## src/rtl/core/fcqs_pkg.sv

```systemverilog
// Shared constants, codes and controller/datapath handshake types for the quantile sketch.
`default_nettype none

package fcqs_pkg;

	// Table geometry.
	localparam int CAPACITY = 8;
	localparam int IDX_W    = $clog2(CAPACITY);
	localparam int CNT_W    = $clog2(CAPACITY + 1);

	// Field widths.
	localparam int MODE_W     = 2;
	localparam int MEAN_W     = 32;
	localparam int SW_W       = 32;
	localparam int WT_W       = 48;
	localparam int QNT_W      = 17;
	localparam int POL_W      = 2;
	localparam int OCNT_W     = 7;
	localparam int CFG_IDX_W  = 8;
	localparam int CFG_DATA_W = 32;

	// Item modes.
	localparam logic [MODE_W-1:0] MODE_ADD      = 2'd0;
	localparam logic [MODE_W-1:0] MODE_COMPRESS = 2'd1;
	localparam logic [MODE_W-1:0] MODE_QUERY    = 2'd2;

	// Full-table policies.
	localparam logic [POL_W-1:0] POL_DROP = 2'd0;
	localparam logic [POL_W-1:0] POL_STD  = 2'd1;
	localparam logic [POL_W-1:0] POL_AGGR = 2'd2;

	// Configuration register indexes.
	localparam logic [CFG_IDX_W-1:0] CFG_THR = 8'd0;
	localparam logic [CFG_IDX_W-1:0] CFG_POL = 8'd1;

	// Reset values and the fixed-point one for the quantile fraction.
	localparam logic [CFG_DATA_W-1:0] THR_RESET = 32'd3277;
	localparam logic [POL_W-1:0]      POL_RESET = POL_AGGR;
	localparam logic [QNT_W-1:0]      QNT_ONE   = 17'd65536;

	// Datapath operations issued by the controller.
	typedef enum logic [4:0] {
		OP_NONE,
		OP_LATCH,
		OP_G_INIT,
		OP_G_STEP,
		OP_G_PICK,
		OP_C_INIT,
		OP_C_LOAD,
		OP_C_MULT,
		OP_C_KEEP,
		OP_M_MUL,
		OP_D_INIT,
		OP_D_STEP,
		OP_M_DONE,
		OP_C_FIN,
		OP_I_INIT,
		OP_I_SCAN,
		OP_I_SHIFT,
		OP_I_PUT,
		OP_Q_MUL0,
		OP_Q_MUL1,
		OP_Q_SCAN,
		OP_RESULT
	} dp_op_t;

	typedef struct packed {
		logic   in_ready;
		dp_op_t op;
	} dp_cmd_t;

	typedef struct packed {
		logic              in_valid;
		logic [MODE_W-1:0] mode;
		logic [POL_W-1:0]  policy;
		logic              full;
		logic              lt2;
		logic              empty;
		logic              i_last;
		logic              merge_ok;
		logic              mul_last;
		logic              div_last;
		logic              scan_go;
		logic              shift_go;
		logic              q_stop;
		logic              out_free;
	} dp_status_t;

endpackage

`default_nettype wire

```

## src/rtl/core/fcqs_ctrl.sv

```systemverilog
// Sequencer that steps the datapath through insert, compress and query work.
`default_nettype none

module fcqs_ctrl (
	input  wire logic                 clk,
	input  wire logic                 arst_n,
	input  wire fcqs_pkg::dp_status_t status,
	output fcqs_pkg::dp_cmd_t         cmd
);

	typedef enum logic [4:0] {
		S_IDLE,
		S_DISPATCH,
		S_G_INIT,
		S_G_STEP,
		S_G_PICK,
		S_C_INIT,
		S_C_LOAD,
		S_C_MULT,
		S_C_DEC,
		S_M_MUL,
		S_D_INIT,
		S_D_STEP,
		S_M_DONE,
		S_C_FIN,
		S_C_END,
		S_I_INIT,
		S_I_SCAN,
		S_I_SHIFT,
		S_I_PUT,
		S_Q_MUL0,
		S_Q_MUL1,
		S_Q_SCAN,
		S_RES
	} state_t;

	state_t state_q;

	// Operation issued in each state.
	always_comb begin
		cmd.in_ready = (state_q == S_IDLE);
		cmd.op       = fcqs_pkg::OP_NONE;
		unique case (state_q)
			S_IDLE:     cmd.op = status.in_valid ? fcqs_pkg::OP_LATCH : fcqs_pkg::OP_NONE;
			S_G_INIT:   cmd.op = fcqs_pkg::OP_G_INIT;
			S_G_STEP:   cmd.op = fcqs_pkg::OP_G_STEP;
			S_G_PICK:   cmd.op = fcqs_pkg::OP_G_PICK;
			S_C_INIT:   cmd.op = status.lt2 ? fcqs_pkg::OP_NONE : fcqs_pkg::OP_C_INIT;
			S_C_LOAD:   cmd.op = fcqs_pkg::OP_C_LOAD;
			S_C_MULT:   cmd.op = fcqs_pkg::OP_C_MULT;
			S_C_DEC:    cmd.op = status.merge_ok ? fcqs_pkg::OP_NONE : fcqs_pkg::OP_C_KEEP;
			S_M_MUL:    cmd.op = fcqs_pkg::OP_M_MUL;
			S_D_INIT:   cmd.op = fcqs_pkg::OP_D_INIT;
			S_D_STEP:   cmd.op = fcqs_pkg::OP_D_STEP;
			S_M_DONE:   cmd.op = fcqs_pkg::OP_M_DONE;
			S_C_FIN:    cmd.op = fcqs_pkg::OP_C_FIN;
			S_I_INIT:   cmd.op = fcqs_pkg::OP_I_INIT;
			S_I_SCAN:   cmd.op = status.scan_go ? fcqs_pkg::OP_I_SCAN : fcqs_pkg::OP_NONE;
			S_I_SHIFT:  cmd.op = status.shift_go ? fcqs_pkg::OP_I_SHIFT : fcqs_pkg::OP_NONE;
			S_I_PUT:    cmd.op = fcqs_pkg::OP_I_PUT;
			S_Q_MUL0:   cmd.op = fcqs_pkg::OP_Q_MUL0;
			S_Q_MUL1:   cmd.op = fcqs_pkg::OP_Q_MUL1;
			S_Q_SCAN:   cmd.op = fcqs_pkg::OP_Q_SCAN;
			S_RES:      cmd.op = status.out_free ? fcqs_pkg::OP_RESULT : fcqs_pkg::OP_NONE;
			default:    cmd.op = fcqs_pkg::OP_NONE;
		endcase
	end

	// State register.
	always_ff @(posedge clk or negedge arst_n) begin
		if (!arst_n) begin
			state_q <= S_IDLE;
		end else begin
			unique case (state_q)
				S_IDLE: begin
					if (status.in_valid) state_q <= S_DISPATCH;
				end
				S_DISPATCH: begin
					priority if (status.mode == fcqs_pkg::MODE_ADD) begin
						priority if (!status.full) state_q <= S_I_INIT;
						else if (status.policy == fcqs_pkg::POL_STD) state_q <= S_C_INIT;
						else if (status.policy == fcqs_pkg::POL_AGGR) state_q <= S_G_INIT;
						else state_q <= S_RES;
					end else if (status.mode == fcqs_pkg::MODE_COMPRESS) begin
						state_q <= S_C_INIT;
					end else if (status.mode == fcqs_pkg::MODE_QUERY) begin
						state_q <= status.empty ? S_RES : S_Q_MUL0;
					end else begin
						state_q <= S_RES;
					end
				end
				S_G_INIT: state_q <= S_G_STEP;
				S_G_STEP: begin
					if (status.i_last) state_q <= S_G_PICK;
				end
				S_G_PICK: state_q <= S_C_INIT;
				S_C_INIT: state_q <= status.lt2 ? S_C_END : S_C_LOAD;
				S_C_LOAD: state_q <= S_C_MULT;
				S_C_MULT: state_q <= S_C_DEC;
				S_C_DEC: begin
					priority if (status.merge_ok) state_q <= S_M_MUL;
					else if (status.i_last) state_q <= S_C_FIN;
					else state_q <= S_C_LOAD;
				end
				S_M_MUL: begin
					if (status.mul_last) state_q <= S_D_INIT;
				end
				S_D_INIT: state_q <= S_D_STEP;
				S_D_STEP: begin
					if (status.div_last) state_q <= S_M_DONE;
				end
				S_M_DONE: state_q <= status.i_last ? S_C_FIN : S_C_LOAD;
				S_C_FIN:  state_q <= S_C_END;
				S_C_END: begin
					if (status.mode == fcqs_pkg::MODE_ADD && !status.full) begin
						state_q <= S_I_INIT;
					end else begin
						state_q <= S_RES;
					end
				end
				S_I_INIT: state_q <= S_I_SCAN;
				S_I_SCAN: begin
					if (!status.scan_go) state_q <= S_I_SHIFT;
				end
				S_I_SHIFT: begin
					if (!status.shift_go) state_q <= S_I_PUT;
				end
				S_I_PUT:  state_q <= S_RES;
				S_Q_MUL0: state_q <= S_Q_MUL1;
				S_Q_MUL1: state_q <= S_Q_SCAN;
				S_Q_SCAN: begin
					if (status.q_stop) state_q <= S_RES;
				end
				S_RES: begin
					if (status.out_free) state_q <= S_IDLE;
				end
				default: state_q <= S_IDLE;
			endcase
		end
	end

endmodule

`default_nettype wire

```

## config.mk

```make
export PLATFORM = sky130hd
export DESIGN_NAME = fcqs_ctrl
export DESIGN_NICKNAME = d
export VERILOG_FILES = /design/src/rtl/core/fcqs_pkg.sv /design/src/rtl/core/fcqs_ctrl.sv
export SDC_FILE = /design/constraint.sdc
export NUM_CORES = 1
export LEC_CHECK = 0
export BUFFER_PORTS_ARGS = -buffer_cell sky130_fd_sc_hd__buf_4
export CORE_AREA = 3 3 55 57
export DETAILED_ROUTE_END_ITERATION = 6
export DIE_AREA = 0 0 58 60
export HOLD_SLACK_MARGIN = 0.03
export MAX_ROUTING_LAYER = met4
export PLACE_DENSITY = 0.66
export SLEW_MARGIN = 20
export SYNTH_ARGS = -nofsm -noshare
export SYNTH_HDL_FRONTEND = slang
export SYNTH_SLANG_ARGS = --single-unit
```

## constraint.sdc

```tcl
create_clock -name clk -period 2.5 [get_ports clk]
set_clock_uncertainty 0.1 [all_clocks]
set_input_delay 0.125 -clock clk [delete_from_list [all_inputs] [get_ports clk]]
set_output_delay 0.125 -clock clk [all_outputs]
set_load 0.02 [all_outputs]
```

==> results of run 1 <==
-- per-layer routing --
metal	GRT usage, %	part of all wire (%)	vias to the layer above
met4	6.95	1.2	0
met3	2.38	7.7	3
met5	-	0	-
met1	26.2	44	525
li1	-	-	521
met2	28.7	47	51
-- what timing repair did --
action	CTS	global route
hold buffers	1	0
buffers inserted	0	0
endpoints found under the hold margin	5	0
-- metrics by stage --
| stage | hold slack, ns | power [mW] | utilization [%] | setup slack (ns) |
|---|---|---|---|---|
| final | 0.105 | 1.54 | 45.5 | 0.331 |
| after global routing | 0.109 | 1.67 | 45.5 | 0.152 |
| after CTS | 0.0935 | 1.53 | 45.5 | 0.326 |
| after detailed placement | -0.171 | 1.42 | 44.1 | 0.527 |
| after global placement | -0.173 | 1.40 | 44.1 | 0.554 |
| after floorplan | -0.271 | 1.03 | - | 0.608 |
-- worst max path at each step --
stage,from,to,depth (start not counted)
floorplan,state_q[0],cmd[1],3
global placement,state_q[0],state_q[1],4
detailed placement,state_q[1],state_q[1],4
CTS,state_q[4],cmd[0],5
global route,state_q[0],cmd[0],5
finish,state_q[4],cmd[0],5
-- placed cells by master, fill, tap and decap left out, drive strengths merged, types with 4 or more instances in the layout --
cell type,n
a21oi,10
o211ai,4
nor2b,5
inv,7
o21ai,7
dfrtp,5
nand2b,4
clkbuf,4
nand3,4
nor2,5
nand2,8
nor3,5
buf,30
-- cells in the mapped netlist, drive strengths merged, types with 2 or more instances --
master  count  area share, %
a21oi      10            5.6
clkbuf      8            3.4
nand2       8            3.4
inv         7            2.9
o21ai       7            3.9
dfrtp       5             14
nor2        5            2.1
nor2b       5            3.5
nor3        5            2.8
nand2b      4            2.8
nand3       4            2.2
o211ai      4            3.4
buf         3            1.7
nand3b      3            2.5
nand4       3            3.8
nor3b       3            2.5
o31ai       3            2.5
a211o       2            2.0
a211oi      2            1.7
a32oi       2            2.0
and2        2            1.4
ha          2            2.8
mux2        2            2.9
nor4b       2            2.0
o41ai       2            2.0
or4         2            2.1
-- logic make-up after synthesis --
family	share of synthesized area (%)
AO/OA/AOI/OAI	32.6
XOR/XNOR	0.979
adder cells (fa/ha/maj)	2.80
buffers and inverters	7.97
flip-flops	14.0
multiplexers	4.06
AND/OR/NAND/NOR	37.6
-- area by class of cell --
type | instances | area share, %
timing repair buffer | 31 | 20.5
inverter | 7 | 2.29
tap | 30 | 3.27
sequential | 5 | 10.9
multi-input combinational | 101 | 60.8
clock buffer | 4 | 2.29
-- power groups by stage --
stage	logic [mW]	clock network [mW]	registers [mW]
after floorplan	0.863	0	0.165
after global placement	1.18	0	0.226
after detailed placement	1.19	0	0.231
after CTS	1.19	0.104	0.232
after global routing	1.32	0.108	0.247
final	1.21	0.100	0.235
-- critical path, cell delays in order, from the launching register on --
cell                       delay, ns
sky130_fd_sc_hd__dfrtp_1        0.50
sky130_fd_sc_hd__buf_4          0.26
sky130_fd_sc_hd__nand2_1        0.13
sky130_fd_sc_hd__or4_1          0.51
sky130_fd_sc_hd__o211ai_1       0.11
sky130_fd_sc_hd__buf_4          0.17
==> impl_results.html, run 1 <==
<table>
<tr><th>Metric</th><th>Value</th></tr>
<tr><th colspan="2">Status</th></tr>
<tr><td>Run status</td><td>completed</td></tr>
<tr><th colspan="2">Place</th></tr>
<tr><td>Number of cells after detailed placement</td><td>173</td></tr>
<tr><td>I/O Buffers</td><td>23</td></tr>
<tr><td>RD Place Congestion</td><td>0.980</td></tr>
<tr><td>Instance area at placement</td><td>1110 µm²</td></tr>
<tr><td>Detailed-placement wirelength estimate</td><td>2.18 mm</td></tr>
<tr><th colspan="2">Cells and area</th></tr>
<tr><td>Sequential cell area</td><td>125 µm²</td></tr>
<tr><td>Register with the most flip-flops</td><td>state_q</td></tr>
<tr><td>Flip-flop count of the largest register, all copies and words added</td><td>5</td></tr>
<tr><td># fillers</td><td>264</td></tr>
<tr><td>Post-route design area</td><td>1150 µm²</td></tr>
<tr><td>Largest registers in the final layout</td><td>state_q: 5 flops</td></tr>
<tr><td>Layout cells sized above 1</td><td>25.7%</td></tr>
<tr><td>Layout overhead on the synthesized area</td><td>28.4%</td></tr>
<tr><td># nets final</td><td>169</td></tr>
<tr><td>Filler-free cell count of the finished design</td><td>178</td></tr>
<tr><td>Multi-input gate area in the final layout</td><td>698 µm²</td></tr>
<tr><td>Antenna diode count</td><td>0</td></tr>
<tr><th colspan="2">Power</th></tr>
<tr><td>Clk pwr share</td><td>6.5%</td></tr>
<tr><td>Power density normalized to cell area</td><td>1340 nW/µm²</td></tr>
<tr><td>Sequential fraction of design power</td><td>15.2%</td></tr>
<tr><td>Static Leakage</td><td>0.478 nW</td></tr>
<tr><td>Net Sw Frac</td><td>53.6%</td></tr>
<tr><td>Cell internal power dissipation</td><td>0.716 mW</td></tr>
<tr><td>Switching power total</td><td>0.826 mW</td></tr>
<tr><td>Worst supply voltage drop on vdd</td><td>0.812 mV</td></tr>
<tr><td>Comb pwr share</td><td>78.3%</td></tr>
<tr><th colspan="2">Global routing</th></tr>
<tr><td>Number of antenna violations at the first check in global routing</td><td>0</td></tr>
<tr><td>Wire length of the first global-routing pass</td><td>4.97 mm</td></tr>
<tr><td>Number of global-route vias before repair</td><td>1009</td></tr>
<tr><td>Aggregate global-route resource usage</td><td>19.1%</td></tr>
<tr><td>Pin count of the biggest net entering global routing</td><td>20</td></tr>
<tr><td>Leftover overflow at the end of global routing</td><td>0</td></tr>
<tr><th colspan="2">Synthesis</th></tr>
<tr><td>Count of flip-flops with a built-in enable after synthesis</td><td>0</td></tr>
<tr><td>Portion of the post-synthesis area used by sequential elements</td><td>14.0%</td></tr>
<tr><td>Share of synthesized flip-flops with an asynchronous set or reset</td><td>100%</td></tr>
<tr><td>Combined area of all synthesized cells</td><td>895 µm²</td></tr>
<tr><td>Syn. warnings</td><td>0</td></tr>
<tr><td>Net count after synthesis</td><td>144</td></tr>
<tr><td>Register bit count reported by yosys</td><td>5</td></tr>
<tr><td>Cell count after synthesis</td><td>124</td></tr>
<tr><td>Per-instance average area after synthesis</td><td>7.21 µm²</td></tr>
<tr><td>Number of library cell types mapped by synthesis</td><td>50</td></tr>
<tr><td>Top FF cell, synth</td><td>sky130_fd_sc_hd__dfrtp_1</td></tr>
<tr><th colspan="2">Routing</th></tr>
<tr><td>Avg WL per Cell</td><td>16.5 µm</td></tr>
<tr><td>Remaining antenna violation count</td><td>0</td></tr>
<tr><td>Detailed-route via count</td><td>1100</td></tr>
<tr><td>Average via count per standard cell</td><td>6.18</td></tr>
<tr><td>Number of violations reported at the end of detailed-routing iteration 0</td><td>52</td></tr>
<tr><td>Post-route DRC</td><td>0</td></tr>
<tr><td>Router iterations before antenna repair</td><td>4</td></tr>
<tr><td>Post-Route WL</td><td>2.94 mm</td></tr>
<tr><th colspan="2">Timing</th></tr>
<tr><td>Hold Vio Cnt, Final</td><td>0</td></tr>
<tr><td>Setup repair after global routing missed its margin</td><td>no</td></tr>
<tr><td>Post-route setup TNS</td><td>0 ns</td></tr>
<tr><td>Fmax</td><td>461 MHz</td></tr>
<tr><td>Max_slew headroom</td><td>61.0%</td></tr>
<tr><td>Clock period minus worst slack</td><td>2.17 ns</td></tr>
<tr><td>Worst Max-Slew Pin Slew</td><td>0.585 ns</td></tr>
<tr><td>Post-route fraction of the period consumed by the critical path</td><td>86.8%</td></tr>
<tr><td>Total setup violations reported at the end of the flow</td><td>0</td></tr>
<tr><td>Slew Viols, Final</td><td>0</td></tr>
<tr><th colspan="2">Run</th></tr>
<tr><td>Number of violations of the max-capacitance limit</td><td>0</td></tr>
<tr><th colspan="2">Critical path</th></tr>
<tr><td>Setup Crit Path Kind</td><td>reg -&gt; out</td></tr>
<tr><td>R2R setup slack</td><td>0.49 ns</td></tr>
<tr><td>Maximum fanout along the worst path</td><td>13</td></tr>
<tr><td>Launching element type of the critical path</td><td>register</td></tr>
<tr><td>Setup crit end kind</td><td>primary output</td></tr>
<tr><td>Worst reg2reg path endpoint</td><td>state_q[1]</td></tr>
<tr><td>Launch instance of the worst register-to-register path</td><td>state_q[1]</td></tr>
<tr><td>Worst r2r path cells</td><td>4</td></tr>
<tr><td>Req. time, crit path</td><td>2.28 ns</td></tr>
<tr><td>Data arrival time at the worst-slack endpoint</td><td>1.94 ns</td></tr>
<tr><th colspan="2">Die</th></tr>
<tr><td>Overall die width</td><td>58 µm</td></tr>
<tr><td>Starting Density</td><td>35.5%</td></tr>
<tr><td>Height of the die</td><td>60 µm</td></tr>
<tr><td>DIE AREA</td><td>3480 µm²</td></tr>
<tr><td>I/O pin total</td><td>24</td></tr>
<tr><td>Row cnt</td><td>18</td></tr>
<tr><td>Placeable core region</td><td>2520 µm²</td></tr>
<tr><th colspan="2">Clocking</th></tr>
<tr><td>Clock buffer count from CTS</td><td>3</td></tr>
<tr><td>H-tree depth reported by CTS</td><td>1</td></tr>
<tr><td>TritonCTS clock tree</td><td>done</td></tr>
<tr><td>CTS root buf</td><td>sky130_fd_sc_hd__clkbuf_4</td></tr>
<tr><td>Clock transition at path regs</td><td>0.05 ns</td></tr>
<tr><td>Clock sink count</td><td>5</td></tr>
<tr><td>Clock latency of the later-clocked register in the worst-skew pair</td><td>0.25 ns</td></tr>
<tr><td>Cts repair resizes</td><td>0</td></tr>
<tr><td>Maximum buffer depth of the clock tree</td><td>2</td></tr>
<tr><th colspan="2">Hold path</th></tr>
<tr><td>Hold WC Path Type</td><td>in -&gt; async</td></tr>
</table>
Power figures use the tool's default switching activity.
==> run 2, diff against run 1 <==
--- a/config.mk
+++ b/config.mk
@@ -6,12 +6,12 @@
 export NUM_CORES = 1
 export LEC_CHECK = 0
 export BUFFER_PORTS_ARGS = -buffer_cell sky130_fd_sc_hd__buf_4
-export CORE_AREA = 3 3 55 57
+export CORE_AREA = 3 3 49 51
 export DETAILED_ROUTE_END_ITERATION = 6
-export DIE_AREA = 0 0 58 60
+export DIE_AREA = 0 0 52 54
 export HOLD_SLACK_MARGIN = 0.03
 export MAX_ROUTING_LAYER = met4
-export PLACE_DENSITY = 0.66
+export PLACE_DENSITY = 0.79
 export SLEW_MARGIN = 20
 export SYNTH_ARGS = -nofsm -noshare
 export SYNTH_HDL_FRONTEND = slang
==> constraint.sdc (replaced) <==
create_clock -name clk -period 2.8 [get_ports clk]
set_clock_uncertainty 0.1 [all_clocks]
set_input_delay 0.14 -clock clk [delete_from_list [all_inputs] [get_ports clk]]
set_output_delay 0.14 -clock clk [all_outputs]
set_load 0.02 [all_outputs]
==> impl_results.html, run 2 (synthesis results as in run 1) <==
<table>
<tr><th>Metric</th><th>Value</th></tr>
<tr><th colspan="2">Cells and area</th></tr>
<tr><td>Top library cells by usage in the layout, fill and taps aside</td><td>sky130_fd_sc_hd__buf_4, sky130_fd_sc_hd__a21oi_1, sky130_fd_sc_hd__nand2_1</td></tr>
<tr><td>Most common cell after layout, fill and taps aside</td><td>sky130_fd_sc_hd__buf_4</td></tr>
<tr><td>Register with the most flip-flops</td><td>state_q</td></tr>
<tr><td>Flip-flop count of the largest register, all copies and words added</td><td>5 (unchanged)</td></tr>
<tr><td>Antenna diode count</td><td>0 (unchanged)</td></tr>
<tr><td>Layout overhead on the synthesized area</td><td>23.8%</td></tr>
<tr><td>Largest registers in the final layout</td><td>state_q: 5 flops</td></tr>
<tr><td># nets final</td><td>164 (-3.0%)</td></tr>
<tr><td>Layout cells sized above 1</td><td>23.1% (-2.6 points)</td></tr>
<tr><th colspan="2">Timing</th></tr>
<tr><td>Clock period minus worst slack</td><td>2.31 ns</td></tr>
<tr><td>Hold Vio Cnt, Final</td><td>0 (unchanged)</td></tr>
<tr><td>Worst Max-Slew Pin Slew</td><td>0.736 ns (+0.152 ns)</td></tr>
<tr><td>Post-route fraction of the period consumed by the critical path</td><td>82.3%</td></tr>
<tr><td>Setup repair after global routing missed its margin</td><td>no</td></tr>
<tr><td>Total setup violations reported at the end of the flow</td><td>0 (unchanged)</td></tr>
<tr><td>Setup ws final</td><td>0.495 ns (+0.164 ns)</td></tr>
<tr><td>Max_slew headroom</td><td>50.9% (-10 points)</td></tr>
<tr><td>Slew Viols, Final</td><td>0 (unchanged)</td></tr>
<tr><td>Fmax</td><td>434 MHz</td></tr>
<tr><td>Post-route setup TNS</td><td>0 ns (unchanged)</td></tr>
<tr><th colspan="2">Critical path</th></tr>
<tr><td>Total buffers and inverters traversed by the critical path</td><td>1 (-1)</td></tr>
<tr><td>Cell-by-cell listing of the critical path</td><td>nand2_1, or4_1, o211ai_1, buf_4</td></tr>
<tr><td>Data arrival time at the worst-slack endpoint</td><td>2.07 ns (+0.13 ns)</td></tr>
<tr><td>Setup Crit Path Kind</td><td>reg -&gt; out</td></tr>
<tr><td>Top delay family on crit path</td><td>flip-flops</td></tr>
<tr><td>Maximum fanout along the worst path</td><td>22 (+9)</td></tr>
<tr><td>Maximum cell stage delay along the critical path</td><td>0.77 ns (+0.26 ns)</td></tr>
<tr><td>Launching element type of the critical path</td><td>register</td></tr>
<tr><td>Setup crit end kind</td><td>primary output</td></tr>
<tr><td>CP max stage cell</td><td>sky130_fd_sc_hd__dfrtp_1</td></tr>
<tr><td>Req. time, crit path</td><td>2.56 ns (+0.28 ns)</td></tr>
<tr><th colspan="2">Routing</th></tr>
<tr><td>Detailed-route via count</td><td>1066 (-3.1%)</td></tr>
<tr><td>Number of violations reported at the end of detailed-routing iteration 0</td><td>58 (+12%)</td></tr>
<tr><td>Post-route DRC</td><td>0 (unchanged)</td></tr>
<tr><td>Router iterations before antenna repair</td><td>4 (unchanged)</td></tr>
<tr><td>DRT met1 WL</td><td>1.07 mm (-17%)</td></tr>
<tr><td>Post-Route WL</td><td>2.53 mm (-14%)</td></tr>
<tr><td>Remaining antenna violation count</td><td>0 (unchanged)</td></tr>
<tr><td>Average via count per standard cell</td><td>6.27 (+1.5%)</td></tr>
<tr><td>Avg WL per Cell</td><td>14.9 µm (-9.9%)</td></tr>
<tr><td>Highest metal used</td><td>met4</td></tr>
<tr><td>Length of routed met3 wiring</td><td>247 µm (+8.8%)</td></tr>
<tr><td>Met2 Routed Length</td><td>1.16 mm (-16%)</td></tr>
<tr><th colspan="2">Place</th></tr>
<tr><td>DP Worst Slack</td><td>0.646 ns (+0.120 ns)</td></tr>
<tr><td>RD Place Congestion</td><td>0.872 (-11%)</td></tr>
<tr><td>I/O Buffers</td><td>23 (unchanged)</td></tr>
<tr><td>Detailed-placement wirelength estimate</td><td>1.92 mm (-12%)</td></tr>
<tr><th colspan="2">Run</th></tr>
<tr><td>Number of violations of the max-capacitance limit</td><td>0 (unchanged)</td></tr>
<tr><th colspan="2">Die</th></tr>
<tr><td>I/O pin total</td><td>24 (unchanged)</td></tr>
<tr><td>DIE AREA</td><td>2810 µm² (-19%)</td></tr>
<tr><td>Height of the die</td><td>54 µm (-10%)</td></tr>
<tr><td>Placeable core region</td><td>1980 µm² (-21%)</td></tr>
<tr><td>Row cnt</td><td>16 (-2)</td></tr>
<tr><td>Overall die width</td><td>52 µm (-10%)</td></tr>
<tr><td>Starting Density</td><td>45.1% (+9.7 points)</td></tr>
<tr><th colspan="2">Clocking</th></tr>
<tr><td>CTS root buf</td><td>sky130_fd_sc_hd__clkbuf_4</td></tr>
<tr><td>Clock sink count</td><td>5 (unchanged)</td></tr>
<tr><td>Clock latency of the later-clocked register in the worst-skew pair</td><td>0.24 ns (about the same)</td></tr>
<tr><td>Cts repair resizes</td><td>0 (unchanged)</td></tr>
<tr><td>Clock transition at path regs</td><td>0.04 ns (about the same)</td></tr>
<tr><td>Maximum buffer depth of the clock tree</td><td>2 (unchanged)</td></tr>
<tr><td>Clock buffer count from CTS</td><td>3 (unchanged)</td></tr>
<tr><td>H-tree depth reported by CTS</td><td>1 (unchanged)</td></tr>
<tr><td>TritonCTS clock tree</td><td>done</td></tr>
<tr><th colspan="2">Global routing</th></tr>
<tr><td>Number of global-route vias before repair</td><td>915 (-9.3%)</td></tr>
<tr><td>Pin count of the biggest net entering global routing</td><td>27 (+35%)</td></tr>
<tr><td>Number of antenna violations at the first check in global routing</td><td>0 (unchanged)</td></tr>
<tr><td>Leftover overflow at the end of global routing</td><td>0 (unchanged)</td></tr>
<tr><td>Aggregate global-route resource usage</td><td>19.7% (+0.57 points)</td></tr>
<tr><td>Wire length of the first global-routing pass</td><td>4.15 mm (-17%)</td></tr>
<tr><th colspan="2">Hold path</th></tr>
<tr><td>Hold WC Path Type</td><td>in -&gt; async</td></tr>
<tr><th colspan="2">Power</th></tr>
<tr><td>Power density normalized to cell area</td><td>1150 nW/µm² (-14%)</td></tr>
<tr><td>Worst supply voltage drop on vdd</td><td>0.648 mV (-20%)</td></tr>
<tr><td>Static Leakage</td><td>0.453 nW (-5.1%)</td></tr>
<tr><th colspan="2">Status</th></tr>
<tr><td>Run status</td><td>completed</td></tr>
</table>
run 2: cell types whose count changed in the layout (fill, tap and decap cells not counted):
cell,previous run,this run
sky130_fd_sc_hd__buf_4,30,25
run 2: final timing paths:
kind / endpoint / startpoint / cells after the start / slack (ns)
max: cmd[0] / state_q[4] / 4 / 0.49
min: state_q[4] / arst_n / 2 / 0.13
max reg2reg: state_q[1] / state_q[4] / 4 / 0.61
min reg2reg: state_q[1] / state_q[1] / 2 / 0.63
max in group asynchronous: state_q[3] / arst_n / 2 / 2.36
min in group clk: state_q[3] / status[9] / 4 / 0.26
run 2: metrics by stage:
| stage | util (%) | hold WS, ns | instances | instance area [µm²] | total power [mW] |
|---|---|---|---|---|---|
| global placement | 54.0 | -0.157 | 165 | 1070 | 1.16 |
| floorplan | - | -0.256 | 124 | 895 | 0.918 |
| detailed placement | 54.0 | -0.156 | 165 | 1070 | 1.17 |
| CTS | 55.9 | 0.126 | 170 | 1110 | 1.26 |
| global route | 55.9 | 0.130 | 170 | 1110 | 1.38 |
| finish | 55.9 | 0.133 | 170 | 1110 | 1.27 |
run 2: where the power goes:
group / leakage, nW / switching (mW) / internal (mW)
Combinational: 0.377 / 0.493 / 0.427
Clock: 0.0150 / 0.0307 / 0.0539
Sequential: 0.0614 / 0.158 / 0.109
run 2: worst register-to-register path, cell delays in order, from the launching register on:
cell and delay [ns]:
sky130_fd_sc_hd__dfrtp_1 0.62, sky130_fd_sc_hd__or3_4 0.49, sky130_fd_sc_hd__or4_4 0.44, sky130_fd_sc_hd__nand4_4 0.13, sky130_fd_sc_hd__mux2_4 0.30
run 2: routing by layer:
metal,global-route usage (%),vias to the layer above
met4,5.24,0
met5,-,-
li1,-,512
met2,31.4,69
met1,25.7,479
met3,3.32,6
run 2: what timing repair did:
action | 4_1_cts | 5_1_grt
hold buffers | 1 | 0
hold endpoints to repair | 5 | 0
setup buffers | 0 | 0
run 2: final cells by class:
| class | instances | area, µm² |
|---|---|---|
| fill | 194 | 875 |
| multi-input combinational | 101 | 698 |
| clock buffer | 4 | 26.3 |
| tap | 27 | 33.8 |
| timing repair buffer | 26 | 198 |
| sequential | 5 | 125 |
| inverter | 7 | 26.3 |
